**config.mk**
```make
export PLATFORM = sky130hd
export DESIGN_NAME = plane_span_generator_core
export DESIGN_NICKNAME = d
export VERILOG_FILES = /design/src/hdl/psg_pkg.sv /design/src/hdl/psg_ram.sv /design/src/hdl/psg_front.sv /design/src/hdl/psg_queue.sv /design/src/hdl/psg_back.sv /design/src/hdl/plane_span_generator_core.sv
export SDC_FILE = /design/constraint.sdc
export NUM_CORES = 2
export LEC_CHECK = 0
export ABC_AREA = 1
export BUFFER_PORTS_ARGS = -buffer_cell sky130_fd_sc_hd__buf_2
export CAP_MARGIN = 10
export CORE_UTILIZATION = 40
export CTS_BUF_LIST = sky130_fd_sc_hd__clkbuf_8
export DETAILED_ROUTE_END_ITERATION = 8
export GPL_TIMING_DRIVEN = 0
export HOLD_SLACK_MARGIN = 0.12
export PLACE_DENSITY_LB_ADDON = 0.12
export SETUP_SLACK_MARGIN = 0.4
export SYNTH_ARGS = -nofsm -noshare
export SYNTH_HDL_FRONTEND = slang
export SYNTH_HIERARCHICAL = 1
export SYNTH_SLANG_ARGS = --single-unit
```
**constraint.sdc**
```tcl
create_clock -name clk -period 11.5 [get_ports clk]
set_clock_uncertainty 0.2 [all_clocks]
set_input_delay 0 -clock clk [delete_from_list [all_inputs] [get_ports clk]]
set_output_delay 0 -clock clk [all_outputs]
set_load 0.03 [all_outputs]
```
**src/hdl/psg_pkg.sv**
```systemverilog
// Package for the plane span generator: field widths, register codes and the
// structs passed between the front end, the item queue and the span engine.
// No dependencies.
package psg_pkg;

	// Field widths fixed by the stream and register formats.
	localparam int CLIP_W      = 7;
	localparam int COL_W       = 9;
	localparam int SPAN_ROW_W  = 6;
	localparam int VW_W        = 10;
	localparam int VH_W        = 7;
	localparam int IN_TDATA_W  = 16;
	localparam int OUT_TDATA_W = 24;
	localparam int CFG_ADDR_W  = 4;
	localparam int CFG_DATA_W  = 32;

	// Register indexes, taken from paddr[3:2].
	localparam logic [1:0] REG_VIEW_WIDTH  = 2'd0;
	localparam logic [1:0] REG_VIEW_HEIGHT = 2'd1;
	localparam logic [1:0] REG_SKY_ON      = 2'd2;

	// One classified column as it waits in the queue.
	typedef struct packed {
		logic                     flush;
		logic [COL_W-1:0]         col;
		logic signed [CLIP_W-1:0] floor_clip;
		logic [CLIP_W-1:0]        ceil_clip;
	} psg_item_t;

	// Effective configuration seen by the span engine.
	typedef struct packed {
		logic [VH_W-1:0]  height;
		logic [COL_W-1:0] width_m1;
		logic             sky;
		logic             restart;
	} psg_cfg_t;

endpackage

```
**src/hdl/psg_ram.sv**
```systemverilog
// Generic single-write, single-read RAM with a registered read port.
// No dependencies.
module psg_ram #(
	parameter int WIDTH = 9,
	parameter int DEPTH = 64
) (
	input  logic                                   clk,
	input  logic                                   we,
	input  logic [(DEPTH > 1 ? $clog2(DEPTH) : 1)-1:0] waddr,
	input  logic [WIDTH-1:0]                       wdata,
	input  logic                                   re,
	input  logic [(DEPTH > 1 ? $clog2(DEPTH) : 1)-1:0] raddr,
	output logic [WIDTH-1:0]                       rdata
);

	logic [WIDTH-1:0] mem_q [DEPTH];

	// Write port.
	always_ff @(posedge clk) begin
		if (we) begin
			mem_q[waddr] <= wdata;
		end
	end

	// Read port; the data holds while re is low.
	always_ff @(posedge clk) begin
		if (re) begin
			rdata <= mem_q[raddr];
		end
	end

endmodule

```
**src/hdl/psg_front.sv**
```systemverilog
// Front end of the plane span generator: configuration registers, input
// acceptance, clip saturation and column numbering. Depends on psg_pkg.
module psg_front #(
	parameter int MAX_ROWS = 64,
	parameter int MAX_COLS = 512
) (
	input  logic                                 clk,
	input  logic                                 arst_n,
	input  logic                                 psel,
	input  logic                                 penable,
	input  logic                                 pwrite,
	input  logic [psg_pkg::CFG_ADDR_W-1:0]       paddr,
	input  logic [psg_pkg::CFG_DATA_W-1:0]       pwdata,
	output logic [psg_pkg::CFG_DATA_W-1:0]       prdata,
	output logic                                 pready,
	input  logic                                 s_tvalid,
	output logic                                 s_tready,
	input  logic [psg_pkg::IN_TDATA_W-1:0]       s_tdata,
	output logic                                 push,
	output psg_pkg::psg_item_t                   push_item,
	input  logic                                 q_full,
	output psg_pkg::psg_cfg_t                    cfg
);
	import psg_pkg::*;

	logic [VW_W-1:0]          view_width_q;
	logic [VH_W-1:0]          view_height_q;
	logic                     sky_on_q;
	logic                     restart_q;
	logic [COL_W-1:0]         col_q;
	logic                     pend_q;
	logic [1:0]               reg_idx;
	logic                     wr_en;
	logic [VH_W-1:0]          eff_h;
	logic [VW_W-1:0]          eff_w;
	logic signed [CLIP_W-1:0] h_m1;
	logic [CLIP_W-1:0]        c_raw;
	logic [CLIP_W-1:0]        c_sat;
	logic signed [CLIP_W-1:0] f_raw;
	logic signed [CLIP_W-1:0] f_lo;
	logic signed [CLIP_W-1:0] f_sat;
	logic signed [CLIP_W:0]   c_m1;
	logic signed [CLIP_W:0]   f_ext;
	logic signed [CLIP_W-1:0] f_fin;
	logic [COL_W-1:0]         x_eff;
	logic                     col_last;

	assign pready  = 1'b1;
	assign reg_idx = paddr[3:2];
	assign wr_en   = psel && penable && pwrite && pready;

	// Register file; a write to a defined register restarts the frame.
	always_ff @(posedge clk or negedge arst_n) begin
		if (!arst_n) begin
			view_width_q  <= VW_W'(320);
			view_height_q <= VH_W'(64);
			sky_on_q      <= 1'b0;
			restart_q     <= 1'b0;
		end else begin
			restart_q <= 1'b0;
			if (wr_en) begin
				unique case (reg_idx)
					REG_VIEW_WIDTH: begin
						view_width_q <= pwdata[VW_W-1:0];
						restart_q    <= 1'b1;
					end
					REG_VIEW_HEIGHT: begin
						view_height_q <= pwdata[VH_W-1:0];
						restart_q     <= 1'b1;
					end
					REG_SKY_ON: begin
						sky_on_q  <= pwdata[0];
						restart_q <= 1'b1;
					end
					default: begin
					end
				endcase
			end
		end
	end

	// Register readback.
	always_comb begin
		unique case (reg_idx)
			REG_VIEW_WIDTH:  prdata = {{(CFG_DATA_W-VW_W){1'b0}}, view_width_q};
			REG_VIEW_HEIGHT: prdata = {{(CFG_DATA_W-VH_W){1'b0}}, view_height_q};
			REG_SKY_ON:      prdata = {{(CFG_DATA_W-1){1'b0}}, sky_on_q};
			default:         prdata = '0;
		endcase
	end

	// Effective view size, with zero acting as one and large values capped.
	always_comb begin
		if (view_height_q == '0) begin
			eff_h = VH_W'(1);
		end else if (view_height_q > VH_W'(MAX_ROWS)) begin
			eff_h = VH_W'(MAX_ROWS);
		end else begin
			eff_h = view_height_q;
		end
		if (view_width_q == '0) begin
			eff_w = VW_W'(1);
		end else if (view_width_q > VW_W'(MAX_COLS)) begin
			eff_w = VW_W'(MAX_COLS);
		end else begin
			eff_w = view_width_q;
		end
	end

	assign h_m1 = $signed(eff_h - VH_W'(1));

	// Clip saturation, then, with sky off, the floor clip is raised above crossed ceilings.
	always_comb begin
		c_raw = s_tdata[CLIP_W-1:0];
		f_raw = $signed(s_tdata[2*CLIP_W-1:CLIP_W]);
		c_sat = (c_raw > eff_h) ? eff_h : c_raw;
		f_lo  = (f_raw < -7'sd1) ? -7'sd1 : f_raw;
		f_sat = (f_lo > h_m1) ? h_m1 : f_lo;
		c_m1  = $signed({1'b0, c_sat}) - 8'sd1;
		f_ext = {f_sat[CLIP_W-1], f_sat};
		if (!sky_on_q && (f_ext < c_m1)) begin
			f_fin = c_m1[CLIP_W-1:0];
		end else begin
			f_fin = f_sat;
		end
	end

	// Column numbering; a flush is owed once the last column has gone by.
	assign x_eff    = pend_q ? '0 : col_q;
	assign col_last = ({1'b0, x_eff} + VW_W'(1)) >= eff_w;

	assign s_tready = !q_full;
	assign push     = s_tvalid && s_tready;

	always_comb begin
		push_item.flush      = pend_q;
		push_item.col        = x_eff;
		push_item.floor_clip = f_fin;
		push_item.ceil_clip  = c_sat;
	end

	always_ff @(posedge clk or negedge arst_n) begin
		if (!arst_n) begin
			col_q  <= '0;
			pend_q <= 1'b0;
		end else if (wr_en && (reg_idx == REG_VIEW_WIDTH || reg_idx == REG_VIEW_HEIGHT ||
				reg_idx == REG_SKY_ON)) begin
			col_q  <= '0;
			pend_q <= 1'b0;
		end else if (push) begin
			if (col_last) begin
				col_q  <= x_eff;
				pend_q <= 1'b1;
			end else begin
				col_q  <= x_eff + COL_W'(1);
				pend_q <= 1'b0;
			end
		end
	end

	always_comb begin
		cfg.height   = eff_h;
		cfg.width_m1 = COL_W'(eff_w - VW_W'(1));
		cfg.sky      = sky_on_q;
		cfg.restart  = restart_q;
	end

endmodule

```
**src/hdl/psg_queue.sv**
```systemverilog
// Two-entry queue of classified columns between the front end and the span
// engine. Depends on psg_pkg.
module psg_queue (
	input  logic               clk,
	input  logic               arst_n,
	input  logic               push,
	input  psg_pkg::psg_item_t push_item,
	output logic               full,
	input  logic               pop,
	output logic               pop_valid,
	output psg_pkg::psg_item_t pop_item
);
	import psg_pkg::*;

	psg_item_t  ent_q [2];
	logic       wr_ptr_q;
	logic       rd_ptr_q;
	logic [1:0] count_q;

	assign full      = (count_q == 2'd2);
	assign pop_valid = (count_q != 2'd0);
	assign pop_item  = ent_q[rd_ptr_q];

	// Entry storage.
	always_ff @(posedge clk) begin
		if (push) begin
			ent_q[wr_ptr_q] <= push_item;
		end
	end

	// Pointers and fill count.
	always_ff @(posedge clk or negedge arst_n) begin
		if (!arst_n) begin
			wr_ptr_q <= 1'b0;
			rd_ptr_q <= 1'b0;
			count_q  <= 2'd0;
		end else begin
			if (push) begin
				wr_ptr_q <= !wr_ptr_q;
			end
			if (pop) begin
				rd_ptr_q <= !rd_ptr_q;
			end
			if (push && !pop) begin
				count_q <= count_q + 2'd1;
			end else if (pop && !push) begin
				count_q <= count_q - 2'd1;
			end
		end
	end

endmodule

```
**src/hdl/psg_back.sv**
```systemverilog
// Span engine of the plane span generator: row pointers, start-column stores,
// the open/close sequencer and the output register. Depends on psg_pkg and
// psg_ram.
module psg_back #(
	parameter int MAX_ROWS = 64
) (
	input  logic                               clk,
	input  logic                               arst_n,
	input  psg_pkg::psg_cfg_t                  cfg,
	input  logic                               q_valid,
	input  psg_pkg::psg_item_t                 q_item,
	output logic                               q_pop,
	output logic                               m_tvalid,
	input  logic                               m_tready,
	output logic [psg_pkg::OUT_TDATA_W-1:0]    m_tdata,
	output logic                               m_tlast,
	output logic                               m_tuser
);
	import psg_pkg::*;

	localparam int RA_W = (MAX_ROWS > 1) ? $clog2(MAX_ROWS) : 1;

	typedef enum logic [4:0] {
		ST_IDLE = 5'b00001,
		ST_FLC  = 5'b00010,
		ST_FLF  = 5'b00100,
		ST_CEIL = 5'b01000,
		ST_FLR  = 5'b10000
	} state_t;

	state_t                   state_q, state_d;
	logic [CLIP_W-1:0]        ceil_q, ceil_d;
	logic signed [CLIP_W-1:0] floor_q, floor_d;
	psg_item_t                item_q, item_d;
	logic                     more_ff_q, more_ff_d;
	logic                     more_cc_q, more_cc_d;
	logic                     more_fl_q, more_fl_d;

	logic signed [CLIP_W-1:0] h_m1;
	logic signed [CLIP_W-1:0] floor_nx;
	logic [CLIP_W-1:0]        ceil_nx;
	logic [CLIP_W-1:0]        ceil_base;
	logic signed [CLIP_W-1:0] floor_base;

	logic                     emit;
	logic [CLIP_W-1:0]        emit_row;
	logic [COL_W-1:0]         emit_right;
	logic                     emit_flr;
	logic                     emit_last;
	logic                     we_c;
	logic                     we_f;
	logic [CLIP_W-1:0]        wrow;
	logic                     ren_c;
	logic                     ren_f;
	logic [COL_W-1:0]         rdata_c;
	logic [COL_W-1:0]         rdata_f;

	logic                     vld_s1;
	logic [SPAN_ROW_W-1:0]    row_s1;
	logic [COL_W-1:0]         right_s1;
	logic                     flr_s1;
	logic                     last_s1;
	logic                     s1_adv;
	logic                     rd_ok;

	logic                     out_vld_q;
	logic [SPAN_ROW_W-1:0]    out_row_q;
	logic [COL_W-1:0]         out_left_q;
	logic [COL_W-1:0]         out_right_q;
	logic                     out_flr_q;
	logic                     out_last_q;

	assign h_m1       = $signed(cfg.height - VH_W'(1));
	assign floor_nx   = floor_q + 7'sd1;
	assign ceil_nx    = ceil_q - CLIP_W'(1);
	assign ceil_base  = q_item.flush ? '0 : ceil_q;
	assign floor_base = q_item.flush ? h_m1 : floor_q;

	// A read may start when the read stage is empty or moving on.
	assign s1_adv = vld_s1 && (!out_vld_q || m_tready);
	assign rd_ok  = !vld_s1 || s1_adv;

	// Sequencer: at most one store write or one span read per cycle; a span read waits while the read stage is held.
	always_comb begin
		state_d    = state_q;
		ceil_d     = ceil_q;
		floor_d    = floor_q;
		item_d     = item_q;
		more_ff_d  = more_ff_q;
		more_cc_d  = more_cc_q;
		more_fl_d  = more_fl_q;
		q_pop      = 1'b0;
		emit       = 1'b0;
		emit_row   = '0;
		emit_flr   = 1'b0;
		emit_right = item_q.col - COL_W'(1);
		emit_last  = 1'b0;
		we_c       = 1'b0;
		we_f       = 1'b0;
		wrow       = '0;
		unique case (state_q)
			ST_IDLE: begin
				if (q_valid) begin
					q_pop     = 1'b1;
					item_d    = q_item;
					more_ff_d = q_item.flush && (floor_q < h_m1);
					more_cc_d = !cfg.sky && (ceil_base > q_item.ceil_clip);
					more_fl_d = floor_base < $signed(q_item.floor_clip);
					state_d   = q_item.flush ? ST_FLC : ST_CEIL;
				end
			end
			ST_FLC: begin
				if (ceil_q == '0) begin
					state_d = ST_FLF;
				end else if (rd_ok) begin
					emit       = 1'b1;
					emit_row   = ceil_nx;
					emit_right = cfg.width_m1;
					emit_last  = (ceil_q == CLIP_W'(1)) &&
						!(more_ff_q || more_cc_q || more_fl_q);
					ceil_d     = ceil_nx;
				end
			end
			ST_FLF: begin
				if (floor_q == h_m1) begin
					state_d = ST_CEIL;
				end else if (rd_ok) begin
					emit       = 1'b1;
					emit_row   = $unsigned(floor_nx);
					emit_flr   = 1'b1;
					emit_right = cfg.width_m1;
					emit_last  = (floor_nx == h_m1) && !(more_cc_q || more_fl_q);
					floor_d    = floor_nx;
				end
			end
			ST_CEIL: begin
				if (cfg.sky || (ceil_q == item_q.ceil_clip)) begin
					state_d = ST_FLR;
				end else if (ceil_q < item_q.ceil_clip) begin
					we_c   = 1'b1;
					wrow   = ceil_q;
					ceil_d = ceil_q + CLIP_W'(1);
				end else if (rd_ok) begin
					emit      = 1'b1;
					emit_row  = ceil_nx;
					emit_last = (ceil_nx == item_q.ceil_clip) && !more_fl_q;
					ceil_d    = ceil_nx;
				end
			end
			ST_FLR: begin
				if (floor_q == $signed(item_q.floor_clip)) begin
					state_d = ST_IDLE;
				end else if (floor_q > $signed(item_q.floor_clip)) begin
					we_f    = 1'b1;
					wrow    = $unsigned(floor_q);
					floor_d = floor_q - 7'sd1;
				end else if (rd_ok) begin
					emit      = 1'b1;
					emit_row  = $unsigned(floor_nx);
					emit_flr  = 1'b1;
					emit_last = floor_nx == $signed(item_q.floor_clip);
					floor_d   = floor_nx;
				end
			end
			default: begin
				state_d = ST_IDLE;
			end
		endcase
		// A write to a defined register discards all open rows.
		if (cfg.restart) begin
			ceil_d  = '0;
			floor_d = h_m1;
		end
	end

	always_ff @(posedge clk or negedge arst_n) begin
		if (!arst_n) begin
			state_q   <= ST_IDLE;
			ceil_q    <= '0;
			floor_q   <= CLIP_W'(MAX_ROWS - 1);
			more_ff_q <= 1'b0;
			more_cc_q <= 1'b0;
			more_fl_q <= 1'b0;
		end else begin
			state_q   <= state_d;
			ceil_q    <= ceil_d;
			floor_q   <= floor_d;
			more_ff_q <= more_ff_d;
			more_cc_q <= more_cc_d;
			more_fl_q <= more_fl_d;
		end
	end

	always_ff @(posedge clk) begin
		item_q <= item_d;
	end

	// Start-column stores for ceiling and floor rows.
	assign ren_c = emit && !emit_flr;
	assign ren_f = emit && emit_flr;

	psg_ram #(
		.WIDTH (COL_W),
		.DEPTH (MAX_ROWS)
	) u_ceil_ram (
		.clk   (clk),
		.we    (we_c),
		.waddr (wrow[RA_W-1:0]),
		.wdata (item_q.col),
		.re    (ren_c),
		.raddr (emit_row[RA_W-1:0]),
		.rdata (rdata_c)
	);

	psg_ram #(
		.WIDTH (COL_W),
		.DEPTH (MAX_ROWS)
	) u_floor_ram (
		.clk   (clk),
		.we    (we_f),
		.waddr (wrow[RA_W-1:0]),
		.wdata (item_q.col),
		.re    (ren_f),
		.raddr (emit_row[RA_W-1:0]),
		.rdata (rdata_f)
	);

	// Read stage: span fields wait here for the store data.
	always_ff @(posedge clk or negedge arst_n) begin
		if (!arst_n) begin
			vld_s1 <= 1'b0;
		end else if (emit) begin
			vld_s1 <= 1'b1;
		end else if (s1_adv) begin
			vld_s1 <= 1'b0;
		end
	end

	always_ff @(posedge clk) begin
		if (emit) begin
			row_s1   <= emit_row[SPAN_ROW_W-1:0];
			right_s1 <= emit_right;
			flr_s1   <= emit_flr;
			last_s1  <= emit_last;
		end
	end

	// Output register holding one beat.
	always_ff @(posedge clk or negedge arst_n) begin
		if (!arst_n) begin
			out_vld_q <= 1'b0;
		end else if (s1_adv) begin
			out_vld_q <= 1'b1;
		end else if (m_tready) begin
			out_vld_q <= 1'b0;
		end
	end

	always_ff @(posedge clk) begin
		if (s1_adv) begin
			out_row_q   <= row_s1;
			out_left_q  <= flr_s1 ? rdata_f : rdata_c;
			out_right_q <= right_s1;
			out_flr_q   <= flr_s1;
			out_last_q  <= last_s1;
		end
	end

	assign m_tvalid = out_vld_q;
	assign m_tdata  = {out_right_q, out_left_q, out_row_q};
	assign m_tlast  = out_last_q;
	assign m_tuser  = out_flr_q;

	// The sequencer touches at most one store port per cycle.
	a_one_op: assert property (@(posedge clk) disable iff (!arst_n)
		$onehot0({ren_c, ren_f, we_c, we_f}))
		else $error("more than one store access in a cycle");

	// Between columns, with sky off, the floor pointer never sits more than one row above the ceiling pointer.
	a_no_cross: assert property (@(posedge clk) disable iff (!arst_n)
		(state_q == ST_IDLE) && !cfg.sky |->
		($signed({floor_q[CLIP_W-1], floor_q}) >= ($signed({1'b0, ceil_q}) - 8'sd1)))
		else $error("floor and ceiling pointers crossed");

	// A waiting read stays put while the output is stalled.
	a_s1_hold: assert property (@(posedge clk) disable iff (!arst_n)
		vld_s1 && out_vld_q && !m_tready |=> vld_s1 && $stable(row_s1) && $stable(flr_s1))
		else $error("read stage lost a span under back-pressure");

endmodule

```
**src/hdl/plane_span_generator_core.sv**
```systemverilog
// Top level of the plane span generator: register port, column input stream
// and span output stream. Depends on psg_pkg, psg_front, psg_queue, psg_back.
//
// Use: write view_width (0x0), view_height (0x4) and sky_on (0x8) over the
// register port while the block is idle; each write restarts the frame at
// column 0 and drops any open rows. Then send one beat per screen column on
// the s_ channel: tdata[6:0] ceiling_clip, tdata[13:7] floor_clip. The block
// answers with spans on the m_ channel, one beat each; tlast marks the last
// span caused by a column, and a column that opens or keeps rows gives none.
// After the last column of a frame, the open rows are flushed ahead of the
// next column's own spans.
// Flow: a column is loaded, then the sequencer visits each phase it needs
// (ceiling and floor, and two flush phases at a frame start) and opens or
// closes its rows, making one start-store write or one span read per cycle.
// Spans leave at up to one per cycle, through the read stage and then the
// output register. A two-entry queue lets columns arrive while earlier ones
// are worked off, and the read stage and output register hold spans while
// m_tready is low, stalling the sequencer only when both are full. Reset
// restores the register defaults (320 columns, 64 rows, sky off) and an
// empty frame; the start stores need no clearing.
module plane_span_generator_core #(
	parameter int MAX_ROWS = 64,
	parameter int MAX_COLS = 512
) (
	input  logic                             clk,
	input  logic                             arst_n,
	input  logic                             psel,
	input  logic                             penable,
	input  logic                             pwrite,
	input  logic [psg_pkg::CFG_ADDR_W-1:0]   paddr,
	input  logic [psg_pkg::CFG_DATA_W-1:0]   pwdata,
	output logic [psg_pkg::CFG_DATA_W-1:0]   prdata,
	output logic                             pready,
	input  logic                             s_tvalid,
	output logic                             s_tready,
	// tdata from bit 0: ceiling_clip[6:0], floor_clip[13:7], zero fill [15:14]
	input  logic [psg_pkg::IN_TDATA_W-1:0]   s_tdata,
	output logic                             m_tvalid,
	input  logic                             m_tready,
	// tdata from bit 0: span_row[5:0], span_left[14:6], span_right[23:15]
	output logic [psg_pkg::OUT_TDATA_W-1:0]  m_tdata,
	output logic                             m_tlast,
	// tuser: is_floor[0]
	output logic                             m_tuser
);
	import psg_pkg::*;

	logic      push;
	psg_item_t push_item;
	logic      q_full;
	logic      q_pop;
	logic      q_valid;
	psg_item_t q_item;
	psg_cfg_t  cfg;

	// Registers, saturation and column numbering.
	psg_front #(
		.MAX_ROWS (MAX_ROWS),
		.MAX_COLS (MAX_COLS)
	) u_front (
		.clk       (clk),
		.arst_n    (arst_n),
		.psel      (psel),
		.penable   (penable),
		.pwrite    (pwrite),
		.paddr     (paddr),
		.pwdata    (pwdata),
		.prdata    (prdata),
		.pready    (pready),
		.s_tvalid  (s_tvalid),
		.s_tready  (s_tready),
		.s_tdata   (s_tdata),
		.push      (push),
		.push_item (push_item),
		.q_full    (q_full),
		.cfg       (cfg)
	);

	// Column queue.
	psg_queue u_queue (
		.clk       (clk),
		.arst_n    (arst_n),
		.push      (push),
		.push_item (push_item),
		.full      (q_full),
		.pop       (q_pop),
		.pop_valid (q_valid),
		.pop_item  (q_item)
	);

	// Span engine.
	psg_back #(
		.MAX_ROWS (MAX_ROWS)
	) u_back (
		.clk      (clk),
		.arst_n   (arst_n),
		.cfg      (cfg),
		.q_valid  (q_valid),
		.q_item   (q_item),
		.q_pop    (q_pop),
		.m_tvalid (m_tvalid),
		.m_tready (m_tready),
		.m_tdata  (m_tdata),
		.m_tlast  (m_tlast),
		.m_tuser  (m_tuser)
	);

endmodule

```
==> metrics.md <==
| Metric | Value |
|---|---|
| Status | completed |
| Crit start category | flop |
| CTS clock-pin slew for the worst setup and hold paths | 60 ps |
| Placement Rows | 140 |
| Multi-input logic area | 16700 sq um |
| Crit path required time | 11960 ps |
| Number of global-route vias before repair | 41201 |
| CP peak stage delay | 670 ps |
| Total power | 17.01 mW |
| Seq. cell area | 40000 sq um |
| CTS Buffer Depth | 3 |
| Synthesized-area fraction occupied by adder cells | 1.710% |
| Max_cap viols | 0 |
| FILL cells | 13548 |
| Synth cell types | 54 |
| Synth Instances | 5389 |
| CP endpoint kind | flop |
| Most frequent cells in the layout | 1792 x nand2_1, 1284 x edfxtp_1, 1058 x nand3_1, 266 x inv_1, 238 x clkbuf_8 |
| Starting density of the core | 40.48% |
| Sequential fraction of the synthesis area | 67.48% |
| Initial antenna violation count | 2 |
| Crit path from | u_front/view_height_q[3] |
| Reg2reg end | u_queue/ent_q[0][7] |
| Hold_ws | 224.9 ps |
| Post-synthesis mux area share | 0.7473% |
| First-pass GRT wire length | 274.5 mm |
| Reg2Reg Depth | 30 |
| Routability congestion estimate | 0.9410 |
| Number of setup violations in the final report | 0 |
| Fin worst setup slack | 3323 ps |
| Leakage | 26.66 nW |
| Num CTS Buffers | 226 |
| DP Worst Slack | 5064 ps |
| Chip height | 386.9 microns |
| Post-synthesis simple-gate area fraction | 23.06% |
| Top-Level Pins | 120 |
| Worst-skew pair later-pin latency | 940 ps |
| Post-CTS Setup Inserts | 0 |
| Die span in x | 386.9 microns |
| Compound-Gate Fraction of Synth Area | 1.708% |
| Most common cell after layout, fill and taps aside | nand2_1 |
| Pin count of the biggest net entering global routing | 58 |
| CTS tree | yes |
| Layout cells sized above 1 | 13.13% |
| CORE AREA | 146400 sq um |
| Fmax | 0.1223 GHz |
| Reg-to-reg critical path startpoint | u_front/view_height_q[3] |
| Synth Warn # | 6 |
| Final WL | 188.6 mm |
| Avg WL per Cell | 23.53 microns |
| DRC Markers | 0 |
| Critical Path AT | 8640 ps |
| Worst hold path class | flop to flop |
| PortBufs | 70 |
| CTS Root Cell | clkbuf_8 |
| CP Class | flop to flop |
| Crit-path max FO | 10 |
| Tot GR Track Use | 24.95% |
| Final Hold Fails | 0 |
| NumNets Final | 6037 |
| Max IR drop VDD | 111.9 uV |
| R2r setup slk | 3320 ps |
| TritonCTS sink count | 1341 |
| Least-Margin Pin Slew | 1303 ps |
| H-tree levels | 4 |
| CP Capture Point | u_queue/ent_q[0][7] |
| Final period util | 71.11% |
| Antenna-violating nets left | 0 |
| Drt initial violations | 3885 |
| RSZ-0062 raised after global routing | false |
| Vias | 42774 |
| Largest family of logic cells by synthesized area | simple AND/OR/NAND/NOR gates |
| Min Clock Period, post-route | 8177 ps |
| First-pass DRT Iterations | 8 |
| Register bit count reported by yosys | 1341 |
| Syn-to-layout area delta | 17.10% |
| Mapped Area | 59270 sq um |
| Max-Slew Margin vs Limit | 12.83% |
| Final HPWL DP | 133.1 mm |
| Via/cell ratio | 5.337 |
| Setup_tns | 0 ps |
| Grt total ovfl | 0 |
| Critical Path Slowest Stage Cell | dlygate4sd3_1 |
| Die Footprint | 149700 sq um |
| Avg Inst Size Synth | 11.00 sq um |
| Pwr per Cell Area | 245.0 nW/um^2 |
| XOR/XNOR Fraction of Synth Area | 0.5911% |
| Slew Limit Fails | 0 |
| Layout Utilization | 47.40% |
==> logic make-up (layout without fill, tap and decap cells) <==
family                     count (synthesis)  after routing
and+or+nand+nor                         3182           3182
DFF                                     1341           1341
buffers and inverters                    534           1217
AOI/OAI and AO/OA                        176            176
adders and majority gates                 81             81
xor gates and xnor gates                  40             40
muxes                                     33             33
other                                      2             27
==> layer usage <==
metal  vias to the layer above  track usage [%]  share of wire [%]
met1                     20993            34.17                 43
met5                         -                0             0.0058
met2                      1694            39.75                 46
met4                         2            8.403                3.0
li1                      19777                -                  -
met3                       308            4.835                7.7
==> worst min path at each step <==
stage                     slack (ps)      startpoint  cells past startpoint                        to
after floorplan                 -500          arst_n                      0          u_back/ceil_q[0]
after global placement            40       pwdata[8]                      3   u_front/view_width_q[8]
after detailed placement         -40          arst_n                      1   u_front/view_width_q[9]
after CTS                        130       pwdata[4]                      5  u_front/view_height_q[4]
after global routing             210       pwdata[2]                      5  u_front/view_height_q[2]
final                            220  u_back/last_s1                      0            u_back/m_tlast
==> per-stage QoR <==
step	std cells	cell area (sq um)
after global placement	7397	62100
after floorplan	5410	59350
after detailed placement	7481	64060
after CTS	8007	69360
final	8014	69410
after global routing	8011	69400
==> report_power, final <==
| part | switching [mW] | internal (mW) | leakage, nW | total [mW] |
|---|---|---|---|---|
| registers | 0.237 | 6.35 | 12.3 | 6.58 |
| logic | 4.30 | 2.08 | 11.9 | 6.39 |
| clock network | 2.00 | 2.04 | 2.42 | 4.04 |
==> state kept, by name, indices dropped and copies added, names as in the netlist, 7 cells and up <==
| name | count |
|---|---|
| u_back/u_ceil_ram/mem_q | 576 |
| u_back/u_floor_ram/mem_q | 576 |
| u_queue/ent_q | 48 |
| u_back/item_q | 23 |
| u_front/view_width_q | 10 |
| u_back/out_left_q | 9 |
| u_back/out_right_q | 9 |
| u_back/right_s1 | 9 |
| u_back/u_ceil_ram/rdata | 9 |
| u_back/u_floor_ram/rdata | 9 |
| u_front/col_q | 9 |
| u_back/ceil_q | 7 |
| u_back/floor_q | 7 |
| u_front/view_height_q | 7 |
==> worst max-delay path, delay by kind of cell (launching register included) <==
kind,cells,cell delay (ps)
buffers and inverters,10,4500
and+or+nand+nor,14,1360
adders and majority gates,2,620
AOI/OAI and AO/OA,3,470
DFF,1,420
xor gates and xnor gates,1,300
==> cells in the mapped netlist, drive strengths merged <==
library cell,n,share of area (%)
or2,2,0.021
nand2,1811,12
a211oi,1,0.013
clkinv,11,0.070
edfxtp,1284,65
o21a,3,0.038
conb,2,0.013
mux2,33,0.75
a22o,1,0.015
a22oi,3,0.038
ha,81,1.7
nand4,43,0.45
inv,221,1.4
a21o,2,0.025
nor3b,1,0.013
o211ai,7,0.089
xor2,32,0.47
nor2,223,1.5
o21bai,1,0.032
o22ai,20,0.21
dlygate4sd1,1,0.015
buf,246,2.8
o21ai,99,0.90
nor4,19,0.20
clkbuf,55,0.35
o31a,1,0.015
o221ai,1,0.015
nand3b,3,0.038
dfstp,10,0.44
dfrtp,47,2.0
xnor2,8,0.12
nand3,1063,9.0
a21oi,37,0.32
nor3,17,0.19
==> repair_timing <==
| action | in CTS | in global routing |
|---|---|---|
| hold buffers | 102 | 0 |
| hold endpoints to repair | 219 | 0 |
| resized for setup | 0 | 0 |
| setup endpoints to repair | 0 | 0 |
==> final cells by class <==
class | count | share of cell area [%]
multi-input cells | 3535 | 24.07
inverters | 232 | 1.276
diodes | 4 | 0.01442
flip-flops and latches | 1341 | 57.62
well taps | 1917 | 3.456
plain buffers | 302 | 2.736
clock inverters | 186 | 1.431
repair buffers | 259 | 4.676
clock buffers | 238 | 4.719
(Power assumes the default switching activity.)
